## src/hw/rtl/trl_pkg.sv

```systemverilog
// Shared constants, types and helpers for the tensor roll address generator.
`default_nettype none

package trl_pkg;

   // Tensor shape limits
   localparam int MAX_DIMS    = 4;
   localparam int DIM_BITS    = (MAX_DIMS > 1) ? $clog2(MAX_DIMS) : 1;
   localparam int EXTENT_BITS = 12;
   localparam int EXT_WIDTH   = 13;
   localparam int SHIFT_WIDTH = 12;
   localparam int IDX_WIDTH   = 48;

   // Register file layout
   localparam int DATA_WIDTH  = 32;
   localparam int NUM_REGS    = 2 * MAX_DIMS;
   localparam int REG_BITS    = $clog2(NUM_REGS);
   localparam int ADDR_WIDTH  = REG_BITS + 2;
   localparam int REG_EXTENT_BASE = 0;
   localparam int REG_SHIFT_BASE  = MAX_DIMS;

   // Modulo unit: one remainder bit per cycle
   localparam int MOD_STEPS    = EXT_WIDTH;
   localparam int MOD_CNT_BITS = $clog2(MOD_STEPS + 1);

   localparam logic [EXT_WIDTH-1:0] EXT_MAX = EXT_WIDTH'(1) << EXTENT_BITS;
   localparam logic [EXT_WIDTH-1:0] EXT_MIN = EXT_WIDTH'(1);

   typedef enum logic [1:0] {
      ST_IDLE,
      ST_DIM,
      ST_MOD,
      ST_EMIT
   } state_type;

   typedef enum logic {
      SEL_COORD,
      SEL_SHIFT
   } mod_sel_type;

   // Controller to datapath
   typedef struct packed {
      logic        start;
      logic        mac;
      logic        mod_start;
      mod_sel_type mod_sel;
      logic        emit;
   } cmd_type;

   // Datapath to controller
   typedef struct packed {
      logic c_ok;
      logic s_ok;
      logic last_dim;
      logic mod_done;
      logic mod_busy;
      logic out_free;
   } status_type;

   // Zero counts as one, anything above the maximum saturates
   function automatic logic [EXT_WIDTH-1:0] eff_extent(input logic [EXT_WIDTH-1:0] raw);
      logic [EXT_WIDTH-1:0] e;
      if (raw == '0) begin
         e = EXT_MIN;
      end else if (raw > EXT_MAX) begin
         e = EXT_MAX;
      end else begin
         e = raw;
      end
      return e;
   endfunction

endpackage

`default_nettype wire

```

## src/hw/rtl/trl_req_if.sv

```systemverilog
// Channel interfaces for the request and response transactions.
`default_nettype none

interface trl_req_if;
   logic valid;
   logic ready;
   logic restart;

   modport source (output valid, output restart, input ready);
   modport sink   (input valid, input restart, output ready);
endinterface

interface trl_rsp_if;
   logic                         valid;
   logic                         ready;
   logic [trl_pkg::IDX_WIDTH-1:0] dest_index;
   logic [trl_pkg::IDX_WIDTH-1:0] source_index;
   logic                         last;

   modport source (output valid, output dest_index, output source_index, output last,
                   input ready);
   modport sink   (input valid, input dest_index, input source_index, input last,
                   output ready);
endinterface

`default_nettype wire

```

## src/hw/rtl/trl_csr.sv

```systemverilog
// APB-style register file holding the per-dimension extents and shifts.
`default_nettype none

module trl_csr (
   input  wire logic                                              clock,
   input  wire logic                                              reset,
   input  wire logic                                              psel,
   input  wire logic                                              penable,
   input  wire logic                                              pwrite,
   input  wire logic [trl_pkg::ADDR_WIDTH-1:0]                    paddr,
   input  wire logic [trl_pkg::DATA_WIDTH-1:0]                    pwdata,
   output logic      [trl_pkg::DATA_WIDTH-1:0]                    prdata,
   output logic                                                   pready,
   output logic      [trl_pkg::MAX_DIMS-1:0][trl_pkg::EXT_WIDTH-1:0]   extent,
   output logic      [trl_pkg::MAX_DIMS-1:0][trl_pkg::SHIFT_WIDTH-1:0] shift
);
   import trl_pkg::*;

   logic [MAX_DIMS-1:0][EXT_WIDTH-1:0]   extent_ff;
   logic [MAX_DIMS-1:0][SHIFT_WIDTH-1:0] shift_ff;
   logic [REG_BITS-1:0]                  reg_idx;
   logic                                 wr_en;
   logic [DIM_BITS-1:0]                  ext_sel;
   logic [DIM_BITS-1:0]                  shf_sel;

   assign pready  = 1'b1;
   assign reg_idx = paddr[ADDR_WIDTH-1:2];
   assign wr_en   = psel && penable && pwrite;
   assign ext_sel = DIM_BITS'(reg_idx - REG_BITS'(REG_EXTENT_BASE));
   assign shf_sel = DIM_BITS'(reg_idx - REG_BITS'(REG_SHIFT_BASE));

   // Register writes
   always_ff @(posedge clock) begin
      if (reset) begin
         for (int d = 0; d < MAX_DIMS; d++) begin
            extent_ff[d] <= EXT_MIN;
            shift_ff[d]  <= '0;
         end
      end else if (wr_en) begin
         if (reg_idx < REG_BITS'(REG_SHIFT_BASE)) begin
            extent_ff[ext_sel] <= pwdata[EXT_WIDTH-1:0];
         end else begin
            shift_ff[shf_sel] <= pwdata[SHIFT_WIDTH-1:0];
         end
      end
   end

   // Read mux
   always_comb begin
      if (reg_idx < REG_BITS'(REG_SHIFT_BASE)) begin
         prdata = DATA_WIDTH'(extent_ff[ext_sel]);
      end else begin
         prdata = DATA_WIDTH'(shift_ff[shf_sel]);
      end
   end

   assign extent = extent_ff;
   assign shift  = shift_ff;

endmodule

`default_nettype wire

```

## src/hw/rtl/trl_mod.sv

```systemverilog
// Bit-serial remainder unit: operand modulo divisor, one bit per cycle.
`default_nettype none

module trl_mod (
   input  wire logic                          clock,
   input  wire logic                          reset,
   input  wire logic                          start,
   input  wire logic [trl_pkg::EXT_WIDTH-1:0] operand,
   input  wire logic [trl_pkg::EXT_WIDTH-1:0] divisor,
   output logic                               busy,
   output logic                               done,
   output logic      [trl_pkg::EXT_WIDTH-1:0] result
);
   import trl_pkg::*;

   logic                    busy_ff, busy_in;
   logic [MOD_CNT_BITS-1:0] cnt_ff, cnt_in;
   logic [EXT_WIDTH-1:0]    rem_ff, rem_in;
   logic [EXT_WIDTH-1:0]    opd_ff, opd_in;
   logic [EXT_WIDTH-1:0]    div_ff, div_in;
   logic [EXT_WIDTH-1:0]    shifted;
   logic [EXT_WIDTH-1:0]    rem_step;

   // Remainder stays below the divisor, so its top bit is free for the shift
   assign shifted  = {rem_ff[EXT_WIDTH-2:0], opd_ff[EXT_WIDTH-1]};
   assign rem_step = (shifted >= div_ff) ? (shifted - div_ff) : shifted;

   assign busy   = busy_ff;
   assign done   = busy_ff && (cnt_ff == MOD_CNT_BITS'(1));
   assign result = rem_step;

   always_comb begin
      busy_in = busy_ff;
      cnt_in  = cnt_ff;
      rem_in  = rem_ff;
      opd_in  = opd_ff;
      div_in  = div_ff;
      if (start) begin
         busy_in = 1'b1;
         cnt_in  = MOD_CNT_BITS'(MOD_STEPS);
         rem_in  = '0;
         opd_in  = operand;
         div_in  = divisor;
      end else if (busy_ff) begin
         rem_in = rem_step;
         opd_in = {opd_ff[EXT_WIDTH-2:0], 1'b0};
         cnt_in = cnt_ff - MOD_CNT_BITS'(1);
         if (cnt_ff == MOD_CNT_BITS'(1)) begin
            busy_in = 1'b0;
         end
      end
   end

   // Control state
   always_ff @(posedge clock) begin
      if (reset) begin
         busy_ff <= 1'b0;
         cnt_ff  <= '0;
      end else begin
         busy_ff <= busy_in;
         cnt_ff  <= cnt_in;
      end
   end

   // Operand registers
   always_ff @(posedge clock) begin
      rem_ff <= rem_in;
      opd_ff <= opd_in;
      div_ff <= div_in;
   end

endmodule

`default_nettype wire

```

## src/hw/rtl/trl_dp.sv

```systemverilog
// Datapath: coordinate counters, source index accumulation and result register.
`default_nettype none

module trl_dp (
   input  wire logic                                                  clock,
   input  wire logic                                                  reset,
   input  wire trl_pkg::cmd_type                                      cmd,
   output trl_pkg::status_type                                        status,
   input  wire logic                                                  restart,
   input  wire logic [trl_pkg::MAX_DIMS-1:0][trl_pkg::EXT_WIDTH-1:0]   extent,
   input  wire logic [trl_pkg::MAX_DIMS-1:0][trl_pkg::SHIFT_WIDTH-1:0] shift,
   output logic                                                       rsp_valid,
   input  wire logic                                                  rsp_ready,
   output logic      [trl_pkg::IDX_WIDTH-1:0]                         rsp_dest_index,
   output logic      [trl_pkg::IDX_WIDTH-1:0]                         rsp_source_index,
   output logic                                                       rsp_last
);
   import trl_pkg::*;

   logic [MAX_DIMS-1:0][EXTENT_BITS-1:0] coord_ff, coord_in, coord_adv;
   logic [IDX_WIDTH-1:0]                 dest_ff, dest_in;
   logic [IDX_WIDTH-1:0]                 acc_ff, acc_in;
   logic [DIM_BITS-1:0]                  dim_ff, dim_in;
   logic [EXT_WIDTH-1:0]                 c_red_ff, c_red_in;
   logic [EXT_WIDTH-1:0]                 s_red_ff, s_red_in;
   logic                                 c_vld_ff, c_vld_in;
   logic                                 s_vld_ff, s_vld_in;
   mod_sel_type                          sel_ff, sel_in;
   logic                                 out_vld_ff, out_vld_in;
   logic [IDX_WIDTH-1:0]                 out_dest_ff, out_src_ff;
   logic                                 out_last_ff;

   logic [EXT_WIDTH-1:0] e_cur, c_cur, s_cur, sc, mod_opd, mod_res;
   logic [IDX_WIDTH-1:0] mac_val;
   logic                 mod_busy, mod_done;
   logic                 last_all;
   logic                 carry;
   logic                 out_free;

   // Current dimension operands, with reduced values taking over once computed
   assign e_cur = eff_extent(extent[dim_ff]);
   assign c_cur = c_vld_ff ? c_red_ff : EXT_WIDTH'(coord_ff[dim_ff]);
   assign s_cur = s_vld_ff ? s_red_ff : EXT_WIDTH'(shift[dim_ff]);

   // Source coordinate (c - s) mod e, both already below e
   assign sc      = (c_cur >= s_cur) ? (c_cur - s_cur) : (c_cur + e_cur - s_cur);
   assign mac_val = IDX_WIDTH'(acc_ff * IDX_WIDTH'(e_cur)) + IDX_WIDTH'(sc);
   assign mod_opd = (cmd.mod_sel == SEL_COORD) ? c_cur : s_cur;

   trl_mod u_mod (
      .clock   (clock),
      .reset   (reset),
      .start   (cmd.mod_start),
      .operand (mod_opd),
      .divisor (e_cur),
      .busy    (mod_busy),
      .done    (mod_done),
      .result  (mod_res)
   );

   // Last element and counter advance, innermost dimension first
   always_comb begin
      last_all  = 1'b1;
      carry     = 1'b1;
      coord_adv = coord_ff;
      for (int d = 0; d < MAX_DIMS; d++) begin
         if ((EXT_WIDTH'(coord_ff[d]) + EXT_WIDTH'(1)) < eff_extent(extent[d])) begin
            last_all = 1'b0;
         end
      end
      for (int d = MAX_DIMS - 1; d >= 0; d--) begin
         if (carry) begin
            if ((EXT_WIDTH'(coord_ff[d]) + EXT_WIDTH'(1)) < eff_extent(extent[d])) begin
               coord_adv[d] = coord_ff[d] + EXTENT_BITS'(1);
               carry        = 1'b0;
            end else begin
               coord_adv[d] = '0;
            end
         end
      end
   end

   assign out_free = !out_vld_ff || rsp_ready;

   // Next-state logic for the datapath registers
   always_comb begin
      coord_in   = coord_ff;
      dest_in    = dest_ff;
      acc_in     = acc_ff;
      dim_in     = dim_ff;
      c_red_in   = c_red_ff;
      s_red_in   = s_red_ff;
      c_vld_in   = c_vld_ff;
      s_vld_in   = s_vld_ff;
      sel_in     = sel_ff;
      out_vld_in = out_vld_ff && !rsp_ready;

      if (cmd.start) begin
         acc_in   = '0;
         dim_in   = '0;
         c_vld_in = 1'b0;
         s_vld_in = 1'b0;
         if (restart) begin
            coord_in = '0;
            dest_in  = '0;
         end
      end

      if (cmd.mac) begin
         acc_in   = mac_val;
         dim_in   = dim_ff + DIM_BITS'(1);
         c_vld_in = 1'b0;
         s_vld_in = 1'b0;
      end

      if (cmd.mod_start) begin
         sel_in = cmd.mod_sel;
      end

      if (mod_done) begin
         if (sel_ff == SEL_COORD) begin
            c_red_in = mod_res;
            c_vld_in = 1'b1;
         end else begin
            s_red_in = mod_res;
            s_vld_in = 1'b1;
         end
      end

      if (cmd.emit) begin
         out_vld_in = 1'b1;
         if (last_all) begin
            coord_in = '0;
            dest_in  = '0;
         end else begin
            coord_in = coord_adv;
            dest_in  = dest_ff + IDX_WIDTH'(1);
         end
      end
   end

   // Control and counter state
   always_ff @(posedge clock) begin
      if (reset) begin
         coord_ff   <= '0;
         dest_ff    <= '0;
         dim_ff     <= '0;
         c_vld_ff   <= 1'b0;
         s_vld_ff   <= 1'b0;
         sel_ff     <= SEL_COORD;
         out_vld_ff <= 1'b0;
      end else begin
         coord_ff   <= coord_in;
         dest_ff    <= dest_in;
         dim_ff     <= dim_in;
         c_vld_ff   <= c_vld_in;
         s_vld_ff   <= s_vld_in;
         sel_ff     <= sel_in;
         out_vld_ff <= out_vld_in;
      end
   end

   // Payload registers
   always_ff @(posedge clock) begin
      acc_ff   <= acc_in;
      c_red_ff <= c_red_in;
      s_red_ff <= s_red_in;
      if (cmd.emit) begin
         out_dest_ff <= dest_ff;
         out_src_ff  <= acc_ff;
         out_last_ff <= last_all;
      end
   end

   assign rsp_valid        = out_vld_ff;
   assign rsp_dest_index   = out_dest_ff;
   assign rsp_source_index = out_src_ff;
   assign rsp_last         = out_last_ff;

   always_comb begin
      status.c_ok     = c_cur < e_cur;
      status.s_ok     = s_cur < e_cur;
      status.last_dim = dim_ff == DIM_BITS'(MAX_DIMS - 1);
      status.mod_done = mod_done;
      status.mod_busy = mod_busy;
      status.out_free = out_free;
   end

endmodule

`default_nettype wire

```

## src/hw/rtl/trl_ctrl.sv

```systemverilog
// Controller: sequences acceptance, per-dimension steps, reductions and result load.
`default_nettype none

module trl_ctrl (
   input  wire logic                clock,
   input  wire logic                reset,
   input  wire logic                req_valid,
   output logic                     req_ready,
   input  wire trl_pkg::status_type status,
   output trl_pkg::cmd_type         cmd
);
   import trl_pkg::*;

   state_type state_ff, state_in;

   // Next state
   always_comb begin
      state_in = state_ff;
      unique case (state_ff)
         ST_IDLE: begin
            if (req_valid) begin
               state_in = ST_DIM;
            end
         end
         ST_DIM: begin
            if (status.c_ok && status.s_ok) begin
               if (status.last_dim) begin
                  state_in = ST_EMIT;
               end
            end else begin
               state_in = ST_MOD;
            end
         end
         ST_MOD: begin
            if (status.mod_done) begin
               state_in = ST_DIM;
            end
         end
         ST_EMIT: begin
            if (status.out_free) begin
               state_in = ST_IDLE;
            end
         end
         default: state_in = ST_IDLE;
      endcase
   end

   // Outputs
   always_comb begin
      req_ready     = 1'b0;
      cmd.start     = 1'b0;
      cmd.mac       = 1'b0;
      cmd.mod_start = 1'b0;
      cmd.mod_sel   = SEL_COORD;
      cmd.emit      = 1'b0;
      unique case (state_ff)
         ST_IDLE: begin
            req_ready = 1'b1;
            cmd.start = req_valid;
         end
         ST_DIM: begin
            if (status.c_ok && status.s_ok) begin
               cmd.mac = 1'b1;
            end else begin
               cmd.mod_start = 1'b1;
               cmd.mod_sel   = status.c_ok ? SEL_SHIFT : SEL_COORD;
            end
         end
         ST_MOD: begin
         end
         ST_EMIT: begin
            cmd.emit = status.out_free;
         end
         default: begin
         end
      endcase
   end

   always_ff @(posedge clock) begin
      if (reset) begin
         state_ff <= ST_IDLE;
      end else begin
         state_ff <= state_in;
      end
   end

endmodule

`default_nettype wire

```

## src/hw/rtl/tensor_roll_address_generator_top.sv

```systemverilog
// Top level of the tensor roll address generator.
//
// Produces one (destination, source) linear index pair per request transaction
// for a circular roll of a row-major tensor of up to four dimensions.
// Request channel carries restart: 1 starts a new pass at destination zero.
// Response channel carries dest_index, source_index and last (final element;
// the next transaction then starts over at zero on its own).
// Extents and shifts are written through the APB-style port; the user must write
// them only while idle, as the block itself does not enforce it. A request is
// taken, then one step per dimension accumulates the source index (a 48x13
// multiply-add per step), then the output register is loaded once it is free
// and the response is driven from it. A coordinate or shift that is not below
// its extent is first reduced by a bit-serial remainder unit.
// Reset clears the coordinate counters and the destination counter, sets all
// extents to 1 and all shifts to 0. A stalled receiver holds the response in
// the output register; the next request is still taken and processed, and its
// result waits until the output register is free.
`default_nettype none

module tensor_roll_address_generator_top (
   input  wire logic                          clock,
   input  wire logic                          reset,
   trl_req_if.sink                            req_if,
   trl_rsp_if.source                          rsp_if,
   input  wire logic                          psel,
   input  wire logic                          penable,
   input  wire logic                          pwrite,
   input  wire logic [trl_pkg::ADDR_WIDTH-1:0] paddr,
   input  wire logic [trl_pkg::DATA_WIDTH-1:0] pwdata,
   output logic      [trl_pkg::DATA_WIDTH-1:0] prdata,
   output logic                               pready
);
   import trl_pkg::*;

   logic [MAX_DIMS-1:0][EXT_WIDTH-1:0]   extent;
   logic [MAX_DIMS-1:0][SHIFT_WIDTH-1:0] shift;
   cmd_type                              cmd;
   status_type                           status;
   logic                                 req_ready;
   logic                                 rsp_valid;
   logic [IDX_WIDTH-1:0]                 rsp_dest_index;
   logic [IDX_WIDTH-1:0]                 rsp_source_index;
   logic                                 rsp_last;

   trl_csr u_csr (
      .clock   (clock),
      .reset   (reset),
      .psel    (psel),
      .penable (penable),
      .pwrite  (pwrite),
      .paddr   (paddr),
      .pwdata  (pwdata),
      .prdata  (prdata),
      .pready  (pready),
      .extent  (extent),
      .shift   (shift)
   );

   trl_ctrl u_ctrl (
      .clock     (clock),
      .reset     (reset),
      .req_valid (req_if.valid),
      .req_ready (req_ready),
      .status    (status),
      .cmd       (cmd)
   );

   trl_dp u_dp (
      .clock            (clock),
      .reset            (reset),
      .cmd              (cmd),
      .status           (status),
      .restart          (req_if.restart),
      .extent           (extent),
      .shift            (shift),
      .rsp_valid        (rsp_valid),
      .rsp_ready        (rsp_if.ready),
      .rsp_dest_index   (rsp_dest_index),
      .rsp_source_index (rsp_source_index),
      .rsp_last         (rsp_last)
   );

   assign req_if.ready        = req_ready;
   assign rsp_if.valid        = rsp_valid;
   assign rsp_if.dest_index   = rsp_dest_index;
   assign rsp_if.source_index = rsp_source_index;
   assign rsp_if.last         = rsp_last;

   // Remainder unit is never restarted mid-operation
   assert property (@(posedge clock) disable iff (reset)
      cmd.mod_start |-> !status.mod_busy)
      else $error("remainder unit restarted while busy");

   // A result load never overwrites a response that is still waiting
   assert property (@(posedge clock) disable iff (reset)
      cmd.emit |-> (!rsp_if.valid || rsp_if.ready))
      else $error("output register overwritten");

   // A response appears only after a result load
   assert property (@(posedge clock) disable iff (reset)
      $rose(rsp_if.valid) |-> $past(cmd.emit))
      else $error("response valid without result load");

   // One transaction in flight: no acceptance in the cycle after one
   assert property (@(posedge clock) disable iff (reset)
      (req_if.valid && req_if.ready) |=> !req_if.ready)
      else $error("request accepted back to back");

endmodule

`default_nettype wire
```

## src/flat_wrapper.sv

```systemverilog
// flat-port wrapper written by rule: the top's interface ports become plain ports
module tensor_roll_address_generator_top_flat import trl_pkg::*;
  (clock, reset, psel, penable, pwrite, paddr, pwdata, prdata, pready, req_if_valid, req_if_restart, req_if_ready, rsp_if_valid, rsp_if_dest_index, rsp_if_source_index, rsp_if_last, rsp_if_ready);
  trl_req_if req_if_i ();
  trl_rsp_if rsp_if_i ();
  input  wire logic clock;
  input  wire logic reset;
  input  wire logic psel;
  input  wire logic penable;
  input  wire logic pwrite;
  input  wire logic [trl_pkg::ADDR_WIDTH-1:0] paddr;
  input  wire logic [trl_pkg::DATA_WIDTH-1:0] pwdata;
  output logic      [trl_pkg::DATA_WIDTH-1:0] prdata;
  output logic pready;
  input wire logic [$bits(req_if_i.valid)-1:0] req_if_valid;
  input wire logic [$bits(req_if_i.restart)-1:0] req_if_restart;
  output wire logic [$bits(req_if_i.ready)-1:0] req_if_ready;
  output wire logic [$bits(rsp_if_i.valid)-1:0] rsp_if_valid;
  output wire logic [$bits(rsp_if_i.dest_index)-1:0] rsp_if_dest_index;
  output wire logic [$bits(rsp_if_i.source_index)-1:0] rsp_if_source_index;
  output wire logic [$bits(rsp_if_i.last)-1:0] rsp_if_last;
  input wire logic [$bits(rsp_if_i.ready)-1:0] rsp_if_ready;
  assign req_if_i.valid = req_if_valid;
  assign req_if_i.restart = req_if_restart;
  assign req_if_ready = req_if_i.ready;
  assign rsp_if_valid = rsp_if_i.valid;
  assign rsp_if_dest_index = rsp_if_i.dest_index;
  assign rsp_if_source_index = rsp_if_i.source_index;
  assign rsp_if_last = rsp_if_i.last;
  assign rsp_if_i.ready = rsp_if_ready;
  tensor_roll_address_generator_top u_core (.clock(clock), .reset(reset), .req_if(req_if_i), .rsp_if(rsp_if_i), .psel(psel), .penable(penable), .pwrite(pwrite), .paddr(paddr), .pwdata(pwdata), .prdata(prdata), .pready(pready));
endmodule
```

## config.mk

```make
export PLATFORM = sky130hd
export DESIGN_NAME = tensor_roll_address_generator_top_flat
export DESIGN_NICKNAME = d
export VERILOG_FILES = /design/src/hw/rtl/trl_pkg.sv /design/src/hw/rtl/trl_req_if.sv /design/src/hw/rtl/trl_csr.sv /design/src/hw/rtl/trl_mod.sv /design/src/hw/rtl/trl_dp.sv /design/src/hw/rtl/trl_ctrl.sv /design/src/hw/rtl/tensor_roll_address_generator_top.sv /design/src/flat_wrapper.sv
export SDC_FILE = /design/constraint.sdc
export NUM_CORES = 2
export LEC_CHECK = 0
export BUFFER_PORTS_ARGS = -buffer_cell sky130_fd_sc_hd__buf_2
export CAP_MARGIN = 10
export CORE_MARGIN = 4
export CORE_UTILIZATION = 40
export DETAILED_ROUTE_END_ITERATION = 10
export PLACE_DENSITY = 0.58
export SYNTH_ARGS = -nofsm -noshare
export SYNTH_HDL_FRONTEND = slang
export SYNTH_SLANG_ARGS = --single-unit
export TNS_END_PERCENT = 20
```

## constraint.sdc

```tcl
create_clock -name clock -period 24.3 [get_ports clock]
set_input_delay 2.43 -clock clock [delete_from_list [all_inputs] [get_ports clock]]
set_output_delay 2.43 -clock clock [all_outputs]
set_load 0.005 [all_outputs]
```

== Yosys cells after proc, flatten, opt, wreduce, memory -nomap -nowiden ==
Cells that the tools add are included.
Operators by class
  equal/unequal tests: 12
  add/sub/neg operators: 17
  $lt $le $gt $ge: 22
  $mul: 1
  bitwise logic cells: 2
  reductions and logical operators: 30
  muxes and demuxes: 90
Operator list (number)
  $mux W48: 8
  $mux W13: 24
  $mux W12: 11
  $lt A13 B13 Y1: 9
  $bmux W12 S2: 3
  $gt A13 B13 Y1 const B: 5
  $logic_not A13 Y1: 5
  $add A12 B1 Y13 const B: 4
  $bmux W13 S2: 2
  $bwmux W52: 1
  $add A12 B1 Y12 const B: 4
  $add A48 B1 Y48 const B: 1
  $add A48 B13 Y48: 1
  $bwmux W48: 1
  $mul A48 B13 Y48: 1
  $sub A13 B13 Y13: 3
  $demux W13 S2: 1
  $ge A13 B13 Y1: 2
  $mux W1: 26
  $demux W12 S2: 1
  $mux W2: 8
  $add A13 B13 Y13: 1
  $reduce_and A2 Y1: 5
  $lt A2 B3 Y1 const B: 3
  other kinds (23): 44
Storage, ports and cells
  flip-flop bits (word level): 418
  logic and storage cells: 205
  input port bits: 45

== Logic depth before layout (Yosys ltp) ==
  word-level depth: 18
  gate-level depth with buffers: 35
  gate-level depth less buffers: 30

== Hierarchy ==
Synthesis repeated with hierarchy kept, for this count alone.
Second synthesis, totals
  cells, all modules: 4022
  area total of the unflattened synthesis: 39567.9 um^2
Modules (own cells, without submodules)
  trl_dp: seq. area each 7176.9 um^2, area an instance 32042.0 um^2, cells each 3324, times used 1
  trl_csr: seq. area each 2001.9 um^2, area an instance 4933.5 um^2, cells each 453, times used 1
  trl_mod: seq. area each 1121.1 um^2, area an instance 2456.1 um^2, cells each 227, times used 1
  trl_ctrl: seq. area each 40.0 um^2, area an instance 136.4 um^2, cells each 18, times used 1

== Worst setup path after synthesis ==
OpenSTA, ideal clock, no wires.
  path kind: flip-flop to flip-flop
  start: register u_core.u_dp.dim_ff[0]
  end: register u_core.u_dp.acc_ff[46], data pin
  data required time: 24.035 ns
  setup slack: 15.930 ns
  buffers on the path: 5
  library setup time: 0.265 ns
  period minus slack after synthesis: 8.370 ns
  arrival: 8.105 ns
  cell stages (with the launch flop): 30
  path through: dfxtp_1 > buf_4 > buf_2 > buf_1 > clkbuf_1 > mux4_2 > mux2i_1 > inv_1 > ha_1 > o21ai_0 > a21boi_0 > o21ai_0 > a21oi_1 > a41o_1 > o41a_1 > a311oi_1 > clkbuf_1 > mux2i_1 > fa_1 > inv_1 > ha_1 > and3_1 > and3b_1 > o31a_1 > o311ai_0 > and2_0 > o21ai_0 > o21a_1 > a211oi_1 > mux2i_1
Between the ends
  longest elaborated chain between the ends: 10
  elaborated cells on any way between the ends: 25
RTL lines
  from (decl): RTL line trl_dp.sv:23  | logic [DIM_BITS-1:0] dim_ff, dim_in;
  from (signal assigned): RTL line trl_dp.sv:155  | dim_ff <= dim_in;
  parallel branches: the longest is 9 deep, another holds $mul A48 B13 Y48
  $mux W48 (*): RTL line trl_dp.sv:109  | if (cmd.mac) begin
  to (signal assigned): RTL line trl_dp.sv:165  | acc_ff <= acc_in;
  to (decl): RTL line trl_dp.sv:22  | logic [IDX_WIDTH-1:0] acc_ff, acc_in;
Mark *: on every way between the ends. The select of a mux whose other input is x is not followed.
A chain may end at the register's enable or synchronous reset.

== Worst setup path after layout ==
  start: register u_core.u_dp.dim_ff[0]
  end: register u_core.u_dp.acc_ff[44], data pin
The elaborated chain is that of the path after synthesis.

==> qor.yml <==
setup_viol: 0
whs_path_depth: 2
swShare: 0.343
dieArea_um2: 103000
powerDensity_nw_per_um2: 53.5
first_pass_iters: 5
synthesis.instances: 4021
cp-start-kind: "flip-flop"
layout-drive-gt1-share: 0.101
yosysUniqueCellTypes: 85
worst_clock_skew_ns: 0.0405
synth_common_cells: "nand2_1, fa_1, inv_1, and2_1, ha_1"
die_w_um: 322
area_delta_synth_final_pct: 8.85
hold_viol: 0
gr-usage-all-layers: 0.211
syn_area_per_cell_um2: 9.79
holdWs_ns: 0.473
power.internal_mw: 1.51
period_share: 0.415
synthTopCellsByArea: "fa_1, edfxtp_1, dfxtp_1"
peakVddDrop_mv: 0.0580
grt_max_degree: 71
fillCellCount: 9351
cts_setup_buffers: 0
synth.top_cell.area_share: 0.232
cap_violations: 0
antenna_found_initial: 3
ant_nets: 0
initial_core_util: 0.405
slowest_stage: "dfxtp_2"
slowest_delay_ns: 0.80
yosys_warnings: 0
route.vias.total: 29000
htreeDepth: 2
cts_resized: 0
worstHoldStart: "u_core.u_csr.shift[9]"
netlist_area_um2: 39400
leakage_nw: 18.4
yosysMostFrequentCell: "nand2_1"
synthArstFlopShare: 0
rsz0062_at_grt: "false"
fmax_mhz: 99.3
worst_pin_slew_ns: 1.03
hp-class: "flip-flop to flip-flop"
numPortBuffers: 135
drc: 0
rows: 114
finalMaxSlewViolations: 0
combPwrFrac: 0.247
clock-sinks: 418
maxSlewHeadroom: 0.310
path_clk_slew_ns: 0.07
cts_buffers: 50
design_area_um2: 42800
io_pins: 177
cp_max_fo: 40
rrSetupSlack_ns: 14.23
crit_arrival_ns: 10.43
clockBufferDepth: 3
finalSetupTns_ns: 0
synth-edff-count: 197
synth-seq-cells: 418
min_period_ns: 10.07
status: "completed"
critPathKind: "flip-flop to flip-flop"
clock_latency_ns: 0.65
ys.flop_type: "dfxtp_1"
holdBufCountCts: 0
synth-seq-area-share: 0.263
ff2ff_path_depth: 27
wirelength_um: 108000
place_area_um2: 41100
core_area_um2: 97100
hpwl_um: 78500
cp.required_ns: 24.66
gp_congestion: 0.897
nets: 4758
grt_pass1_vias: 29900
r2r_start: "u_core.u_dp.dim_ff[0]"
overflow: 0
cts_tree: "built"
clock-root-buffer: "clkbuf_16"
via_per_inst: 5.43
crit_top_cell: "fa_1"
p_clk_frac: 0.355
min_to: "u_core.u_csr.shift[9]"
reg2reg_to: "u_core.u_dp.acc_ff[44]"
drtIter0Drc: 1854
fp.dieH_um: 322
grt_pass1_wl_um: 173000
wl_per_cell_um: 20.2
yosys.area.top_type: "fa_1"
p_seq_frac: 0.398
p_sw_mw: 0.786
cp-end-kind: "flip-flop"
per-stage QoR:
stage,std cells,setup WS (ns),utilization,power (mW)
6_report,5337,14.23,0.441,2.29
3_5_place_dp,5243,14.46,0.423,1.49
4_1_cts,5336,14.38,0.441,2.32
2_1_floorplan,4039,15.93,-,1.29
5_1_grt,5336,13.86,0.441,2.42
3_3_place_gp,5243,14.52,0.423,1.49
critical path, delay by kind of cell (launching register included):
kind,cells,cell delay [ns]
flops,1,0.80
compound gates,8,3.00
buf+inv,6,1.29
fa+ha+maj,7,3.30
simple gates,6,1.32
power groups by stage:
stage | registers [mW] | logic [mW] | clock network, mW
CTS | 0.912 | 0.570 | 0.838
global placement | 0.927 | 0.559 | 0
global route | 0.917 | 0.638 | 0.864
floorplan | 0.836 | 0.459 | 0
detailed placement | 0.927 | 0.564 | 0
finish | 0.913 | 0.566 | 0.814
layout make-up:
type,instances,area (µm²),share of cell area
clock inverter,37,478,0.0112
tap,1276,1600,0.0373
clock buffer,56,1280,0.0300
sequential,418,10300,0.241
antenna,1,2.50,0.0000584
multi-input combinational,2943,26500,0.620
timing repair buffer,171,948,0.0221
inverter,435,1640,0.0382
routing by layer:
metal	part of all wire	vias to the layer above	GRT usage
met3	0.052	159	0.0243
met1	0.44	14700	0.290
met2	0.47	765	0.353
met5	0	-	0
li1	-	13400	-
met4	0.031	0	0.0642
logic make-up (layout without fill, tap and decap cells):
logic type / count (synthesis) / after routing / share of synthesized area
flops: 418 / 418 / 0.263
fa+ha+maj: 694 / 694 / 0.308
other cells: 2 / 21 / 0.000191
xor+xnor: 134 / 134 / 0.0298
buf+inv: 678 / 699 / 0.0674
compound gates: 528 / 528 / 0.0905
simple gates: 1351 / 1351 / 0.166
mux: 216 / 216 / 0.0756
registers in the layout, summed over array words and instances (netlist names), 4 cells and up:
| signal | count |
|---|---|
| u_core.u_dp.dest_ff | 48 |
| u_core.u_dp.u_mod.opd_ff | 13 |
| u_core.u_dp.c_red_ff | 13 |
| u_core.u_dp.acc_ff | 48 |
| u_core.u_dp.coord_ff | 48 |
| u_core.u_csr.extent | 52 |
| u_core.u_dp.u_mod.rem_ff | 12 |
| u_core.u_dp.s_red_ff | 13 |
| u_core.u_dp.rsp_dest_index | 48 |
| u_core.u_csr.shift | 48 |
| u_core.u_dp.u_mod.cnt_ff | 4 |
| u_core.u_dp.u_mod.div_ff | 13 |
| u_core.u_dp.rsp_source_index | 48 |
layout by cell type, fill, tap and decap left out, types with 52 or more instances in the layout:
cell type  count
edfxtp_1     197
nand3_1       52
a21oi_1      152
ha_1         238
o21ai_0       69
fa_1         456
a21o_1        81
and2_1       239
dfxtp_1      219
nor2_1       212
buf_2        134
xnor2_1       85
inv_1        431
mux4_2        61
mux2i_1      115
nand2_1      556
how the worst max path moves through the flow:
stage / startpoint / endpoint / depth (start not counted)
floorplan: u_core.u_dp.dim_ff[0] / u_core.u_dp.acc_ff[46] / 29
global placement: u_core.u_dp.dim_ff[0] / u_core.u_dp.acc_ff[46] / 27
detailed placement: u_core.u_dp.dim_ff[0] / u_core.u_dp.acc_ff[44] / 27
CTS: u_core.u_dp.dim_ff[0] / u_core.u_dp.acc_ff[44] / 27
global route: u_core.u_dp.dim_ff[0] / u_core.u_dp.acc_ff[44] / 27
finish: u_core.u_dp.dim_ff[0] / u_core.u_dp.acc_ff[44] / 27
Power figures use the tool's default switching activity.
